`src/hw/rtl/aabb_pkg.sv`:
```
package aabb_pkg;

    localparam int COORD_BITS_DEFAULT = 16;
    localparam int FIFO_DEPTH = 2;
    localparam int BOX_FIELDS = 6;
    localparam int AXES = 3;

    typedef enum logic [3:0] {
        ST_IDLE = 4'b0001,
        ST_MUL  = 4'b0010,
        ST_ROOT = 4'b0100,
        ST_DONE = 4'b1000
    } back_state_t;

    typedef struct packed {
        logic full;
        logic empty;
    } fifo_status_t;

endpackage

```
`src/hw/rtl/aabb_front.sv`:
```
module aabb_front #(
    parameter int COORD_BITS = aabb_pkg::COORD_BITS_DEFAULT
) (
    input  logic                                           aclk,
    input  logic                                           aresetn,
    input  logic                                           s_valid,
    output logic                                           s_ready,
    input  logic signed [COORD_BITS-1:0]                   s_pos_x,
    input  logic signed [COORD_BITS-1:0]                   s_pos_y,
    input  logic signed [COORD_BITS-1:0]                   s_pos_z,
    input  logic                                           s_last_vertex,
    input  aabb_pkg::fifo_status_t                         fifo_status,
    output logic                                           push_valid,
    output logic [aabb_pkg::BOX_FIELDS*COORD_BITS-1:0]     push_data
);

    localparam int W = COORD_BITS;

    logic signed [W-1:0] lo_x_reg, lo_y_reg, lo_z_reg;
    logic signed [W-1:0] hi_x_reg, hi_y_reg, hi_z_reg;
    logic signed [W-1:0] lo_x_next, lo_y_next, lo_z_next;
    logic signed [W-1:0] hi_x_next, hi_y_next, hi_z_next;
    logic                first_reg;
    logic                accept;

    assign s_ready = !fifo_status.full;
    assign accept  = s_valid && s_ready;

    always_comb begin
        if (first_reg) begin
            lo_x_next = s_pos_x;
            lo_y_next = s_pos_y;
            lo_z_next = s_pos_z;
            hi_x_next = s_pos_x;
            hi_y_next = s_pos_y;
            hi_z_next = s_pos_z;
        end else begin
            lo_x_next = (s_pos_x < lo_x_reg) ? s_pos_x : lo_x_reg;
            lo_y_next = (s_pos_y < lo_y_reg) ? s_pos_y : lo_y_reg;
            lo_z_next = (s_pos_z < lo_z_reg) ? s_pos_z : lo_z_reg;
            hi_x_next = (s_pos_x > hi_x_reg) ? s_pos_x : hi_x_reg;
            hi_y_next = (s_pos_y > hi_y_reg) ? s_pos_y : hi_y_reg;
            hi_z_next = (s_pos_z > hi_z_reg) ? s_pos_z : hi_z_reg;
        end
    end

    assign push_valid = accept && s_last_vertex;
    assign push_data  = {hi_z_next, hi_y_next, hi_x_next, lo_z_next, lo_y_next, lo_x_next};

    always_ff @(posedge aclk) begin
        if (!aresetn) begin
            first_reg <= 1'b1;
            lo_x_reg  <= '0;
            lo_y_reg  <= '0;
            lo_z_reg  <= '0;
            hi_x_reg  <= '0;
            hi_y_reg  <= '0;
            hi_z_reg  <= '0;
        end else if (accept) begin
            first_reg <= s_last_vertex;
            lo_x_reg  <= lo_x_next;
            lo_y_reg  <= lo_y_next;
            lo_z_reg  <= lo_z_next;
            hi_x_reg  <= hi_x_next;
            hi_y_reg  <= hi_y_next;
            hi_z_reg  <= hi_z_next;
        end
    end

endmodule

```
`src/hw/rtl/aabb_fifo.sv`:
```
module aabb_fifo #(
    parameter int DATA_BITS = aabb_pkg::BOX_FIELDS * aabb_pkg::COORD_BITS_DEFAULT,
    parameter int DEPTH     = aabb_pkg::FIFO_DEPTH
) (
    input  logic                    aclk,
    input  logic                    aresetn,
    input  logic                    push,
    input  logic [DATA_BITS-1:0]    push_data,
    input  logic                    pop,
    output logic [DATA_BITS-1:0]    pop_data,
    output aabb_pkg::fifo_status_t  status
);

    localparam int PW = (DEPTH > 1) ? $clog2(DEPTH) : 1;
    localparam int CW = $clog2(DEPTH + 1);

    logic [DATA_BITS-1:0] mem [DEPTH];
    logic [PW-1:0]        wr_ptr_reg, rd_ptr_reg;
    logic [CW-1:0]        count_reg;
    logic                 do_push, do_pop;

    assign status.full  = (count_reg == CW'(DEPTH));
    assign status.empty = (count_reg == '0);
    assign do_push      = push && !status.full;
    assign do_pop       = pop && !status.empty;
    assign pop_data     = mem[rd_ptr_reg];

    always_ff @(posedge aclk) begin
        if (do_push) begin
            mem[wr_ptr_reg] <= push_data;
        end
    end

    always_ff @(posedge aclk) begin
        if (!aresetn) begin
            wr_ptr_reg <= '0;
            rd_ptr_reg <= '0;
            count_reg  <= '0;
        end else begin
            if (do_push) begin
                wr_ptr_reg <= (wr_ptr_reg == PW'(DEPTH - 1)) ? '0 : wr_ptr_reg + 1'b1;
            end
            if (do_pop) begin
                rd_ptr_reg <= (rd_ptr_reg == PW'(DEPTH - 1)) ? '0 : rd_ptr_reg + 1'b1;
            end
            if (do_push && !do_pop) begin
                count_reg <= count_reg + 1'b1;
            end else if (do_pop && !do_push) begin
                count_reg <= count_reg - 1'b1;
            end
        end
    end

    a_no_overflow: assert property (@(posedge aclk) disable iff (!aresetn)
        !(push && status.full))
        else $error("item pushed into full queue");

    a_count_bound: assert property (@(posedge aclk) disable iff (!aresetn)
        count_reg <= CW'(DEPTH))
        else $error("queue count out of range");

endmodule

```
`src/hw/rtl/aabb_back.sv`:
```
module aabb_back #(
    parameter int COORD_BITS = aabb_pkg::COORD_BITS_DEFAULT
) (
    input  logic                                           aclk,
    input  logic                                           aresetn,
    input  aabb_pkg::fifo_status_t                         fifo_status,
    input  logic [aabb_pkg::BOX_FIELDS*COORD_BITS-1:0]     box_data,
    output logic                                           pop,
    output logic                                           m_valid,
    input  logic                                           m_ready,
    output logic signed [COORD_BITS-1:0]                   m_center_x,
    output logic signed [COORD_BITS-1:0]                   m_center_y,
    output logic signed [COORD_BITS-1:0]                   m_center_z,
    output logic        [COORD_BITS-1:0]                   m_radius,
    output logic signed [COORD_BITS-1:0]                   m_box_min_x,
    output logic signed [COORD_BITS-1:0]                   m_box_min_y,
    output logic signed [COORD_BITS-1:0]                   m_box_min_z,
    output logic signed [COORD_BITS-1:0]                   m_box_max_x,
    output logic signed [COORD_BITS-1:0]                   m_box_max_y,
    output logic signed [COORD_BITS-1:0]                   m_box_max_z
);

    localparam int W  = COORD_BITS;
    localparam int CW = $clog2(W);
    localparam logic [CW-1:0] MUL_LAST = CW'(aabb_pkg::AXES);

    aabb_pkg::back_state_t state_reg;

    logic signed [W-1:0] in_lo_x, in_lo_y, in_lo_z, in_hi_x, in_hi_y, in_hi_z;
    logic signed [W:0]   ext_x_w, ext_y_w, ext_z_w;
    logic signed [W:0]   sum_x_w, sum_y_w, sum_z_w;

    logic signed [W-1:0] lo_x_reg, lo_y_reg, lo_z_reg, hi_x_reg, hi_y_reg, hi_z_reg;
    logic signed [W-1:0] cen_x_reg, cen_y_reg, cen_z_reg;
    logic [W-1:0]        ext_x_reg, ext_y_reg, ext_z_reg;
    logic [CW-1:0]       cnt_reg;
    logic [W-1:0]        esel;
    logic [2*W-1:0]      sq_next, sq_reg;
    logic [2*W+1:0]      acc_reg, acc_next;
    logic [2*W-1:0]      n_reg;
    logic [W+1:0]        rem_reg, rem_shift, trial;
    logic [W-1:0]        root_reg;
    logic                m_valid_reg;
    logic                out_free;

    assign {in_hi_z, in_hi_y, in_hi_x, in_lo_z, in_lo_y, in_lo_x} = box_data;

    assign ext_x_w = {in_hi_x[W-1], in_hi_x} - {in_lo_x[W-1], in_lo_x};
    assign ext_y_w = {in_hi_y[W-1], in_hi_y} - {in_lo_y[W-1], in_lo_y};
    assign ext_z_w = {in_hi_z[W-1], in_hi_z} - {in_lo_z[W-1], in_lo_z};
    assign sum_x_w = {in_hi_x[W-1], in_hi_x} + {in_lo_x[W-1], in_lo_x};
    assign sum_y_w = {in_hi_y[W-1], in_hi_y} + {in_lo_y[W-1], in_lo_y};
    assign sum_z_w = {in_hi_z[W-1], in_hi_z} + {in_lo_z[W-1], in_lo_z};

    assign pop = (state_reg == aabb_pkg::ST_IDLE) && !fifo_status.empty;

    always_comb begin
        priority if (cnt_reg == '0) begin
            esel = ext_x_reg;
        end else if (cnt_reg == CW'(1)) begin
            esel = ext_y_reg;
        end else begin
            esel = ext_z_reg;
        end
    end

    assign sq_next   = {{W{1'b0}}, esel} * {{W{1'b0}}, esel};
    assign acc_next  = acc_reg + {2'b00, sq_reg};
    assign rem_shift = {rem_reg[W-1:0], n_reg[2*W-1:2*W-2]};
    assign trial     = {root_reg, 2'b01};
    assign out_free  = !m_valid_reg || m_ready;

    always_ff @(posedge aclk) begin
        if (!aresetn) begin
            state_reg   <= aabb_pkg::ST_IDLE;
            cnt_reg     <= '0;
            m_valid_reg <= 1'b0;
        end else begin
            priority if (state_reg == aabb_pkg::ST_DONE && out_free) begin
                m_valid_reg <= 1'b1;
            end else if (m_ready) begin
                m_valid_reg <= 1'b0;
            end
            unique case (state_reg)
                aabb_pkg::ST_IDLE: begin
                    if (pop) begin
                        cnt_reg   <= '0;
                        state_reg <= aabb_pkg::ST_MUL;
                    end
                end
                aabb_pkg::ST_MUL: begin
                    if (cnt_reg == MUL_LAST) begin
                        cnt_reg   <= CW'(W - 1);
                        state_reg <= aabb_pkg::ST_ROOT;
                    end else begin
                        cnt_reg <= cnt_reg + 1'b1;
                    end
                end
                aabb_pkg::ST_ROOT: begin
                    if (cnt_reg == '0) begin
                        state_reg <= aabb_pkg::ST_DONE;
                    end else begin
                        cnt_reg <= cnt_reg - 1'b1;
                    end
                end
                aabb_pkg::ST_DONE: begin
                    if (out_free) begin
                        state_reg <= aabb_pkg::ST_IDLE;
                    end
                end
                default: begin
                    state_reg <= aabb_pkg::ST_IDLE;
                end
            endcase
        end
    end

    always_ff @(posedge aclk) begin
        if (pop) begin
            lo_x_reg  <= in_lo_x;
            lo_y_reg  <= in_lo_y;
            lo_z_reg  <= in_lo_z;
            hi_x_reg  <= in_hi_x;
            hi_y_reg  <= in_hi_y;
            hi_z_reg  <= in_hi_z;
            ext_x_reg <= ext_x_w[W-1:0];
            ext_y_reg <= ext_y_w[W-1:0];
            ext_z_reg <= ext_z_w[W-1:0];
            cen_x_reg <= sum_x_w[W:1];
            cen_y_reg <= sum_y_w[W:1];
            cen_z_reg <= sum_z_w[W:1];
            acc_reg   <= '0;
            sq_reg    <= '0;
        end
        if (state_reg == aabb_pkg::ST_MUL) begin
            sq_reg  <= sq_next;
            acc_reg <= acc_next;
            if (cnt_reg == MUL_LAST) begin
                n_reg    <= acc_next[2*W+1:2];
                rem_reg  <= '0;
                root_reg <= '0;
            end
        end
        if (state_reg == aabb_pkg::ST_ROOT) begin
            n_reg <= {n_reg[2*W-3:0], 2'b00};
            if (rem_shift >= trial) begin
                rem_reg  <= rem_shift - trial;
                root_reg <= {root_reg[W-2:0], 1'b1};
            end else begin
                rem_reg  <= rem_shift;
                root_reg <= {root_reg[W-2:0], 1'b0};
            end
        end
        if (state_reg == aabb_pkg::ST_DONE && out_free) begin
            m_center_x  <= cen_x_reg;
            m_center_y  <= cen_y_reg;
            m_center_z  <= cen_z_reg;
            m_radius    <= root_reg;
            m_box_min_x <= lo_x_reg;
            m_box_min_y <= lo_y_reg;
            m_box_min_z <= lo_z_reg;
            m_box_max_x <= hi_x_reg;
            m_box_max_y <= hi_y_reg;
            m_box_max_z <= hi_z_reg;
        end
    end

    assign m_valid = m_valid_reg;

    a_done_emits: assert property (@(posedge aclk) disable iff (!aresetn)
        (state_reg == aabb_pkg::ST_DONE && out_free) |=> m_valid_reg)
        else $error("finished item not presented");

    a_root_remainder: assert property (@(posedge aclk) disable iff (!aresetn)
        (state_reg == aabb_pkg::ST_ROOT) |-> (rem_reg <= {1'b0, root_reg, 1'b0}))
        else $error("square root remainder out of range");

endmodule

```
`src/hw/rtl/aabb_bounding_sphere.sv`:
```
// Throughput: one vertex per cycle while the two-entry queue of finished boxes between the
// min/max front end and the back end is not full. The back end works on one box at a time
// (three squarings on one multiplier, then one root bit per cycle) and pops the next box
// only once it has passed its result to the output registers.
// Reset: aresetn is synchronous, active low; it clears the box, the queue and the output
// valid and marks the next vertex as the first of a geometry.
module aabb_bounding_sphere #(
    parameter int COORD_BITS = aabb_pkg::COORD_BITS_DEFAULT
) (
    input  logic                         aclk,
    input  logic                         aresetn,
    input  logic                         s_valid,
    output logic                         s_ready,
    input  logic signed [COORD_BITS-1:0] s_pos_x,
    input  logic signed [COORD_BITS-1:0] s_pos_y,
    input  logic signed [COORD_BITS-1:0] s_pos_z,
    input  logic                         s_last_vertex,
    output logic                         m_valid,
    input  logic                         m_ready,
    output logic signed [COORD_BITS-1:0] m_center_x,
    output logic signed [COORD_BITS-1:0] m_center_y,
    output logic signed [COORD_BITS-1:0] m_center_z,
    output logic        [COORD_BITS-1:0] m_radius,
    output logic signed [COORD_BITS-1:0] m_box_min_x,
    output logic signed [COORD_BITS-1:0] m_box_min_y,
    output logic signed [COORD_BITS-1:0] m_box_min_z,
    output logic signed [COORD_BITS-1:0] m_box_max_x,
    output logic signed [COORD_BITS-1:0] m_box_max_y,
    output logic signed [COORD_BITS-1:0] m_box_max_z
);

    localparam int BOX_BITS = aabb_pkg::BOX_FIELDS * COORD_BITS;

    aabb_pkg::fifo_status_t fifo_status;
    logic                   push_valid;
    logic [BOX_BITS-1:0]    push_data;
    logic                   pop;
    logic [BOX_BITS-1:0]    pop_data;

    aabb_front #(
        .COORD_BITS(COORD_BITS)
    ) u_front (
        .aclk         (aclk),
        .aresetn      (aresetn),
        .s_valid      (s_valid),
        .s_ready      (s_ready),
        .s_pos_x      (s_pos_x),
        .s_pos_y      (s_pos_y),
        .s_pos_z      (s_pos_z),
        .s_last_vertex(s_last_vertex),
        .fifo_status  (fifo_status),
        .push_valid   (push_valid),
        .push_data    (push_data)
    );

    aabb_fifo #(
        .DATA_BITS(BOX_BITS),
        .DEPTH    (aabb_pkg::FIFO_DEPTH)
    ) u_fifo (
        .aclk     (aclk),
        .aresetn  (aresetn),
        .push     (push_valid),
        .push_data(push_data),
        .pop      (pop),
        .pop_data (pop_data),
        .status   (fifo_status)
    );

    aabb_back #(
        .COORD_BITS(COORD_BITS)
    ) u_back (
        .aclk       (aclk),
        .aresetn    (aresetn),
        .fifo_status(fifo_status),
        .box_data   (pop_data),
        .pop        (pop),
        .m_valid    (m_valid),
        .m_ready    (m_ready),
        .m_center_x (m_center_x),
        .m_center_y (m_center_y),
        .m_center_z (m_center_z),
        .m_radius   (m_radius),
        .m_box_min_x(m_box_min_x),
        .m_box_min_y(m_box_min_y),
        .m_box_min_z(m_box_min_z),
        .m_box_max_x(m_box_max_x),
        .m_box_max_y(m_box_max_y),
        .m_box_max_z(m_box_max_z)
    );

endmodule

```
`config.mk`:
```
export PLATFORM = sky130hd
export DESIGN_NAME = aabb_bounding_sphere
export DESIGN_NICKNAME = d
export VERILOG_FILES = /design/src/hw/rtl/aabb_pkg.sv /design/src/hw/rtl/aabb_front.sv /design/src/hw/rtl/aabb_fifo.sv /design/src/hw/rtl/aabb_back.sv /design/src/hw/rtl/aabb_bounding_sphere.sv
export SDC_FILE = /design/constraint.sdc
export NUM_CORES = 2
export LEC_CHECK = 0
export ABC_AREA = 1
export BUFFER_PORTS_ARGS = -buffer_cell sky130_fd_sc_hd__buf_4
export CAP_MARGIN = 20
export CORE_MARGIN = 4
export CORE_UTILIZATION = 34
export DETAILED_ROUTE_END_ITERATION = 10
export MAX_ROUTING_LAYER = met4
export SYNTH_ARGS = -nofsm -noshare
export SYNTH_HDL_FRONTEND = slang
export SYNTH_HIERARCHICAL = 1
export SYNTH_SLANG_ARGS = --single-unit
```
`constraint.sdc`:
```
create_clock -name aclk -period 15.43 [get_ports aclk]
set_input_delay 2.3145 -clock aclk [delete_from_list [all_inputs] [get_ports aclk]]
set_output_delay 2.3145 -clock aclk [all_outputs]
set_load 0.01 [all_outputs]
```
# Word-level counts from Yosys, hierarchy flattened
# Memory sizes are Yosys's and may differ from the RTL's. A register that Yosys moved wholly into a read port is not among the register bits.
# Cells that the tools add are included.
# Widths: inputs -> output; s select.
[word_totals]
ram_bits = 192
in_bits = 53
reg_bits = 592
output_inout_bits = 162
wordCells = 150
mem_count = 1
[memory_table]
columns = ["name", "depth", "width", "rd", "rd_clocked_by_memory_dff", "wr", "line_no", "text"]
rows = [
  ["u_fifo.mem", 2, 96, 1, 1, 1, "aabb_fifo.sv:17", "logic [DATA_BITS-1:0] mem [DEPTH];"],
]
[classes]
n_mul = 1
add_sub_neg = 14
n_reduce_logical = 26
n_eq_ne = 12
mux = 48
magnitude_cmp = 7
[op_table]
columns = ["cell", "count"]
rows = [
  ["$mux 16", 21],
  ["$mux 32", 5],
  ["$mux 34", 2],
  ["$sub 16x16->16", 4],
  ["$add 16x16->17", 3],
  ["$gt 16x16->1", 3],
  ["$lt 16x16->1", 3],
  ["$add 34x32->34", 1],
  ["$mul 16x16->32", 1],
  ["$mux 4", 7],
  ["$ge 18x18->1", 1],
  ["$pmux 4 s4", 1],
  ["$pmux 4 s3", 1],
  ["$reduce_bool 2->1", 5],
  ["$mux 1", 9],
  ["$eq 4x1->1 const B", 2],
  ["$eq 4x2->1 const B", 2],
  ["$logic_and 1x1->1", 8],
  ["$ne 2x1->1 const B", 3],
  ["$logic_not 1->1", 5],
  ["$add 4x1->4 const B", 1],
  ["$eq 4x3->1 const B", 1],
  ["$eq 4x4->1 const B", 1],
  ["$logic_not 4->1", 1],
  ["13 further kinds", 17],
]

# Depth between registers and ports, before layout
[depth]
depth_word = 9
ltp_mapped = 34
ltp_nobuf = 33

# Cells and area by module
# Netlist, hierarchy kept.
[modules_own_cells]
columns = ["mod", "cells_per_inst", "instances", "seq_area_each_um2", "area_per_inst_um2"]
rows = [
  ["aabb_back", 3272, 1, 14604.0, 31833.0],
  ["aabb_front", 1272, 1, 1941.9, 7917.6],
  ["aabb_fifo", 337, 1, 5865.6, 7369.6],
]

# Worst setup path before layout
# OpenSTA, ideal clock, no wires.
[synth_path]
path_kind = "input port to flip-flop"
startpoint = "in m_ready"
endpoint = "reg u_back.m_box_max_x[0], enable pin"
path_stages = 3
t_required_ns = 14.743
setup_time_ns = 0.687
t_arrival_ns = 9.174
path_buffers = 0
path_slack_ns = 5.570
cell_sequence = "or2_2 inv_1 nor2_1"
[synth_between]
elab_chain_len = 2
[synth_rtl]
columns = ["element", "line_no", "text"]
rows = [
  ["start, declared", "aabb_bounding_sphere.sv:19", "input logic m_ready,"],
  ["$logic_or 1x1->1", "aabb_back.sv:71", "assign out_free = !m_valid_reg || m_ready;"],
  ["$logic_and 1x1->1", "aabb_back.sv:154", "if (state_reg == aabb_pkg::ST_DONE && out_free) begin"],
  ["end signal, assigned", "aabb_back.sv:162", "m_box_max_x <= hi_x_reg;"],
  ["end, declared", "aabb_back.sv:18", "output logic signed [COORD_BITS-1:0] m_box_max_x,"],
]
# No other way between the ends.
# A chain may end at the register's enable or synchronous reset.

# Final worst setup path
[layout_path]
startpoint = "reg u_back.cnt_reg[0]"
endpoint = "reg u_back.sq_reg[29], data pin"
[layout_between]
elab_chain_len = 5
word_cells_on_any_way = 6
classes_between = "mul (1); eq/ne (1); mux (3); reduce/logical (1)"
[layout_rtl]
columns = ["element", "line_no", "text"]
rows = [
  ["start, declared", "aabb_back.sv:36", "logic [CW-1:0] cnt_reg;"],
  ["start signal, assigned", "aabb_back.sv:93", "cnt_reg <= CW'(W - 1);"],
  ["start signal, assigned", "aabb_back.sv:96", "cnt_reg <= cnt_reg + 1'b1;"],
  ["start signal, assigned", "aabb_back.sv:103", "cnt_reg <= cnt_reg - 1'b1;"],
  ["$eq 4x1->1", "aabb_back.sv:60", "end else if (cnt_reg == CW'(1)) begin"],
  ["$mux 16", "aabb_back.sv:60", ""],
  ["$mux 16 (*)", "aabb_back.sv:58", "priority if (cnt_reg == '0) begin"],
  ["$mul 16x16->32 (*)", "aabb_back.sv:67", "assign sq_next = {{W{1'b0}}, esel} * {{W{1'b0}}, esel};"],
  ["$mux 32 (*)", "aabb_back.sv:135", "if (state_reg == aabb_pkg::ST_MUL) begin"],
  ["end signal, assigned", "aabb_back.sv:136", "sq_reg <= sq_next;"],
  ["end, declared", "aabb_back.sv:38", "logic [2*W-1:0] sq_next, sq_reg;"],
]
# Mark *: on every way between the ends. The rest lies on a longest branch, timed or not.

==> impl.org <==
** Drt
- Vias :: 33000
- Sum of routed wire length over all layers :: 121000 um
- Average wire per cell in the routed design :: 17.4 um
- Number of remaining DRC errors :: 0
- Per-cell via count in the routed design :: 4.75
- DRC marker count from the first detailed-route iteration :: 1997
- The first detailed-routing pass ran for 6 iterations.
- Count of nets left with antenna violations after detail routing :: 0

** Synthesis
- The commonest cells after synthesis are 1061 x sky130_fd_sc_hd__nand2_1, 828 x sky130_fd_sc_hd__inv_1, 671 x sky130_fd_sc_hd__edfxtp_1.
- The synthesized design contains 671 enable-type register cells.
- Counting every net in the synthesized netlist gives 5441.
- Number of library cell types mapped by synthesis :: 60
- Dominant cell by count in the synthesized netlist :: sky130_fd_sc_hd__nand2_1
- Top_reg_cell synth :: sky130_fd_sc_hd__edfxtp_1
- Yosys printed 6 warnings.
- Of the synthesized area, sequential elements account for 47.6%.
- After synthesis the netlist holds a flip-flop and latch count of 784.
- Synth Instances :: 4881
- Fraction of registers with async set/reset :: 0%
- Of the post-synthesis cell area, the dominant cell type holds 42.8%.
- Sorting the synthesized cells by area gives the leading types as sky130_fd_sc_hd__edfxtp_1 43%, sky130_fd_sc_hd__ha_1 8.9%, sky130_fd_sc_hd__nand2_1 8.5%.
- In this run the cell area of the synthesized design comes to 0.0471 mm2.
- Area leader, netlist :: sky130_fd_sc_hd__edfxtp_1
- Averaged over all synthesized cells, the footprint is 9.65 um2.

** STA
- Final worst-path cycle share :: 48.1%
- Actual slew at the worst max-slew pin :: 1.02 ns
- Relative slew slack :: 31.8%
- Between clock sinks in the finished design, the worst skew comes to 0.0543 ns.
- Unrepaired setup endpoints after global routing :: no
- Max Slew Vio Count :: 0
- Count of final setup violators :: 0
- Timing would allow up to 135 MHz.
- Final hold analysis gives a worst-case slack of 0.392 ns.
- Total count of hold-check failures in the final report :: 0
- The routed design could run at a clock period as short as 7.43 ns.
- Aggregate negative setup slack :: 0 ns

** Setup path
- Required arrival time at the worst endpoint :: 15.87 ns
- The endpoint identified for the worst register-to-register timing path is u_back/sq_reg[29].
- The most critical setup path has its startpoint at u_back/cnt_reg[0].
- The number of cells on the worst reg-to-reg path is 27.
- The worst setup path is of the flop to flop kind.
- STA classifies the critical path endpoint as a flop.
- Register-to-register path setup slack :: 8.00 ns
- Critical register-to-register path startpoint :: u_back/cnt_reg[0]
- Crit Path Max Fanout :: 33
- The worst setup path is launched from a flop.
- Data arrives at the worst endpoint at 7.87 ns.

** Run status
- The run finished with clean final reports.

** Clocking
- Hold buffer count at cts :: 0
- TritonCTS built the clock tree.
- Clock insertion delay at the later pin of the skew report :: 0.69 ns
- After clock tree synthesis, the repair step resized 0 gates.
- Clock tree synthesis inserted a total of 87 buffers.
- CTS built an H-tree with a depth of 3.
- After clock tree synthesis, the clock-pin slew on the worst setup and hold paths is 0.06 ns.
- Clock Tree Buf Depth :: 3
- Clock sink count :: 784
- # Post-CTS Setup Buffers :: 0
- Clock Tree Root :: sky130_fd_sc_hd__clkbuf_16

** Global route
- Entering global routing, the biggest net connects 125 pins.
- In the global route stage, overall resource usage came out at 17.0%.
- The number of antenna violations at the first check in global routing came to 0.
- Summed over all layers, the global routing overflow is 0.
- The first global-routing pass estimated 189000 um of wire.
- Vias in the first global route :: 32800

** Floorplanning
- I/O pin count :: 215
- The total area inside the core boundary comes to 0.137 mm2.
- Number of placement rows :: 136
- The die covers 0.145 mm2.
- The die is 380 um tall.
- For this configuration, the core starts out at a cell density of 34.3%.
- From left edge to right edge, the die measures 380 um.

** Hold path
- Hold Path Depth :: 0
- The path with the worst hold slack has its endpoint at u_back/m_box_max_y[1].
- The startpoint identified for the worst hold timing path is u_back/hi_y_reg[1].
- The min-delay analysis places its worst path in the category flop to flop.

** Finish
- Fin cells :: 6950
- In the final design database the tool counted 5642 nets.
- With fillers left out, the area of the finished cells amounts to 0.0535 mm2.
- Area added between synthesis and finish :: 13.5%
- 0 antenna diodes ended up in the layout.
- Number of flip-flops under the largest register name :: 192
- Share of final-layout standard cells stronger than drive strength 1 :: 11.3%

** Placed design
- The HPWL after detailed placement is 90300 um.
- Post-placement cell area :: 0.0505 mm2
- Buffers placed on the I/O ports in this run total 214.
- Placed instance count :: 6786
- At the end of routability-driven placement, the weighted congestion stood at 0.899.

** Flow run
- Across the run, the number of max-cap violations was 0.
==> worst max-delay path, cell delays in order (launching register included) <==
cell	delay [ns]
sky130_fd_sc_hd__dfxtp_1	0.44
sky130_fd_sc_hd__inv_1	0.12
sky130_fd_sc_hd__ha_1	0.24
sky130_fd_sc_hd__nand2_4	0.39
sky130_fd_sc_hd__nand3_1	0.14
sky130_fd_sc_hd__o21a_1	0.35
sky130_fd_sc_hd__inv_1	0.37
sky130_fd_sc_hd__nor2_1	0.17
sky130_fd_sc_hd__fa_1	0.58
sky130_fd_sc_hd__inv_1	0.05
sky130_fd_sc_hd__fa_1	0.47
sky130_fd_sc_hd__inv_1	0.05
sky130_fd_sc_hd__fa_1	0.51
sky130_fd_sc_hd__inv_1	0.05
sky130_fd_sc_hd__fa_1	0.48
sky130_fd_sc_hd__inv_1	0.06
sky130_fd_sc_hd__fa_1	0.53
sky130_fd_sc_hd__inv_1	0.06
sky130_fd_sc_hd__fa_1	0.56
sky130_fd_sc_hd__inv_1	0.05
sky130_fd_sc_hd__ha_1	0.42
sky130_fd_sc_hd__nand2_1	0.18
sky130_fd_sc_hd__nor2_1	0.24
sky130_fd_sc_hd__nand3_1	0.11
sky130_fd_sc_hd__nand3_1	0.20
sky130_fd_sc_hd__nand3_1	0.13
sky130_fd_sc_hd__a21oi_1	0.16
sky130_fd_sc_hd__nor2_1	0.06
==> final cells by class <==
type,count,area [um2]
multi-input cells,3130,20900
well taps,1794,2240
flip-flops and latches,784,22400
clock buffers,110,2360
inverters,842,3170
repair buffers,237,1800
fillers,13600,84000
clock inverters,53,616
==> layout by cell type, fill, tap and decap left out, drive strengths merged, types with 7 or more instances in the layout <==
cell,synthesis,final
nand2,1092,1092
inv,841,845
edfxtp,671,671
nor2,377,377
ha,337,337
a21oi,308,308
nand3,299,299
buf,77,237
fa,170,170
o21ai,135,135
dfxtp,113,113
clkbuf,48,110
mux2,96,96
xor2,84,84
nand4,59,59
clkinv,1,37
nor3,33,33
nand3b,23,23
o21bai,21,21
xnor2,18,18
a21o,10,10
nor4,10,10
bufinv,0,8
a21boi,8,8
o21a,7,7
a31oi,7,7
o31ai,7,7
==> metrics by stage <==
step | utilization (%) | worst slack [ns]
after floorplan | - | 5.57
final | 38.9 | 8.00
after CTS | 38.9 | 7.97
after global placement | 36.7 | 8.11
after global routing | 38.9 | 7.60
after detailed placement | 36.7 | 7.97
==> how the worst max path moves through the flow <==
stage,depth (start not counted),endpoint
2_1_floorplan,3,u_back/m_box_max_x[0]
3_3_place_gp,27,u_back/sq_reg[29]
3_5_place_dp,27,u_back/sq_reg[29]
4_1_cts,27,u_back/sq_reg[29]
5_1_grt,27,u_back/sq_reg[16]
6_report,27,u_back/sq_reg[29]
==> layer usage <==
metal	global-route usage, %	wire, um	share of wire [%]	vias to the layer above
met4	4.40	2850	2.4	0
li1	-	-	-	16400
met2	27.8	57700	48	687
met3	2.37	5030	4.2	149
met5	-	0	0	-
met1	22.3	55300	46	15800
==> logic make-up (layout without fill, tap and decap cells) <==
kind of cell             Yosys count  in the layout  share of synthesized area, %
buffers and inverters            967           1242                          8.27
AND/OR/NAND/NOR                 1905           1905                          17.3
flip-flops                       784            784                          47.6
multiplexers                      98             98                          2.66
AO/OA/AOI/OAI                    518            518                          6.14
adder cells (fa/ha/maj)          507            507                          16.2
XOR/XNOR                         102            102                          1.90
Power is not shown: default switching activity piles up to over one toggle a cycle in this logic, so the estimate is an artifact.
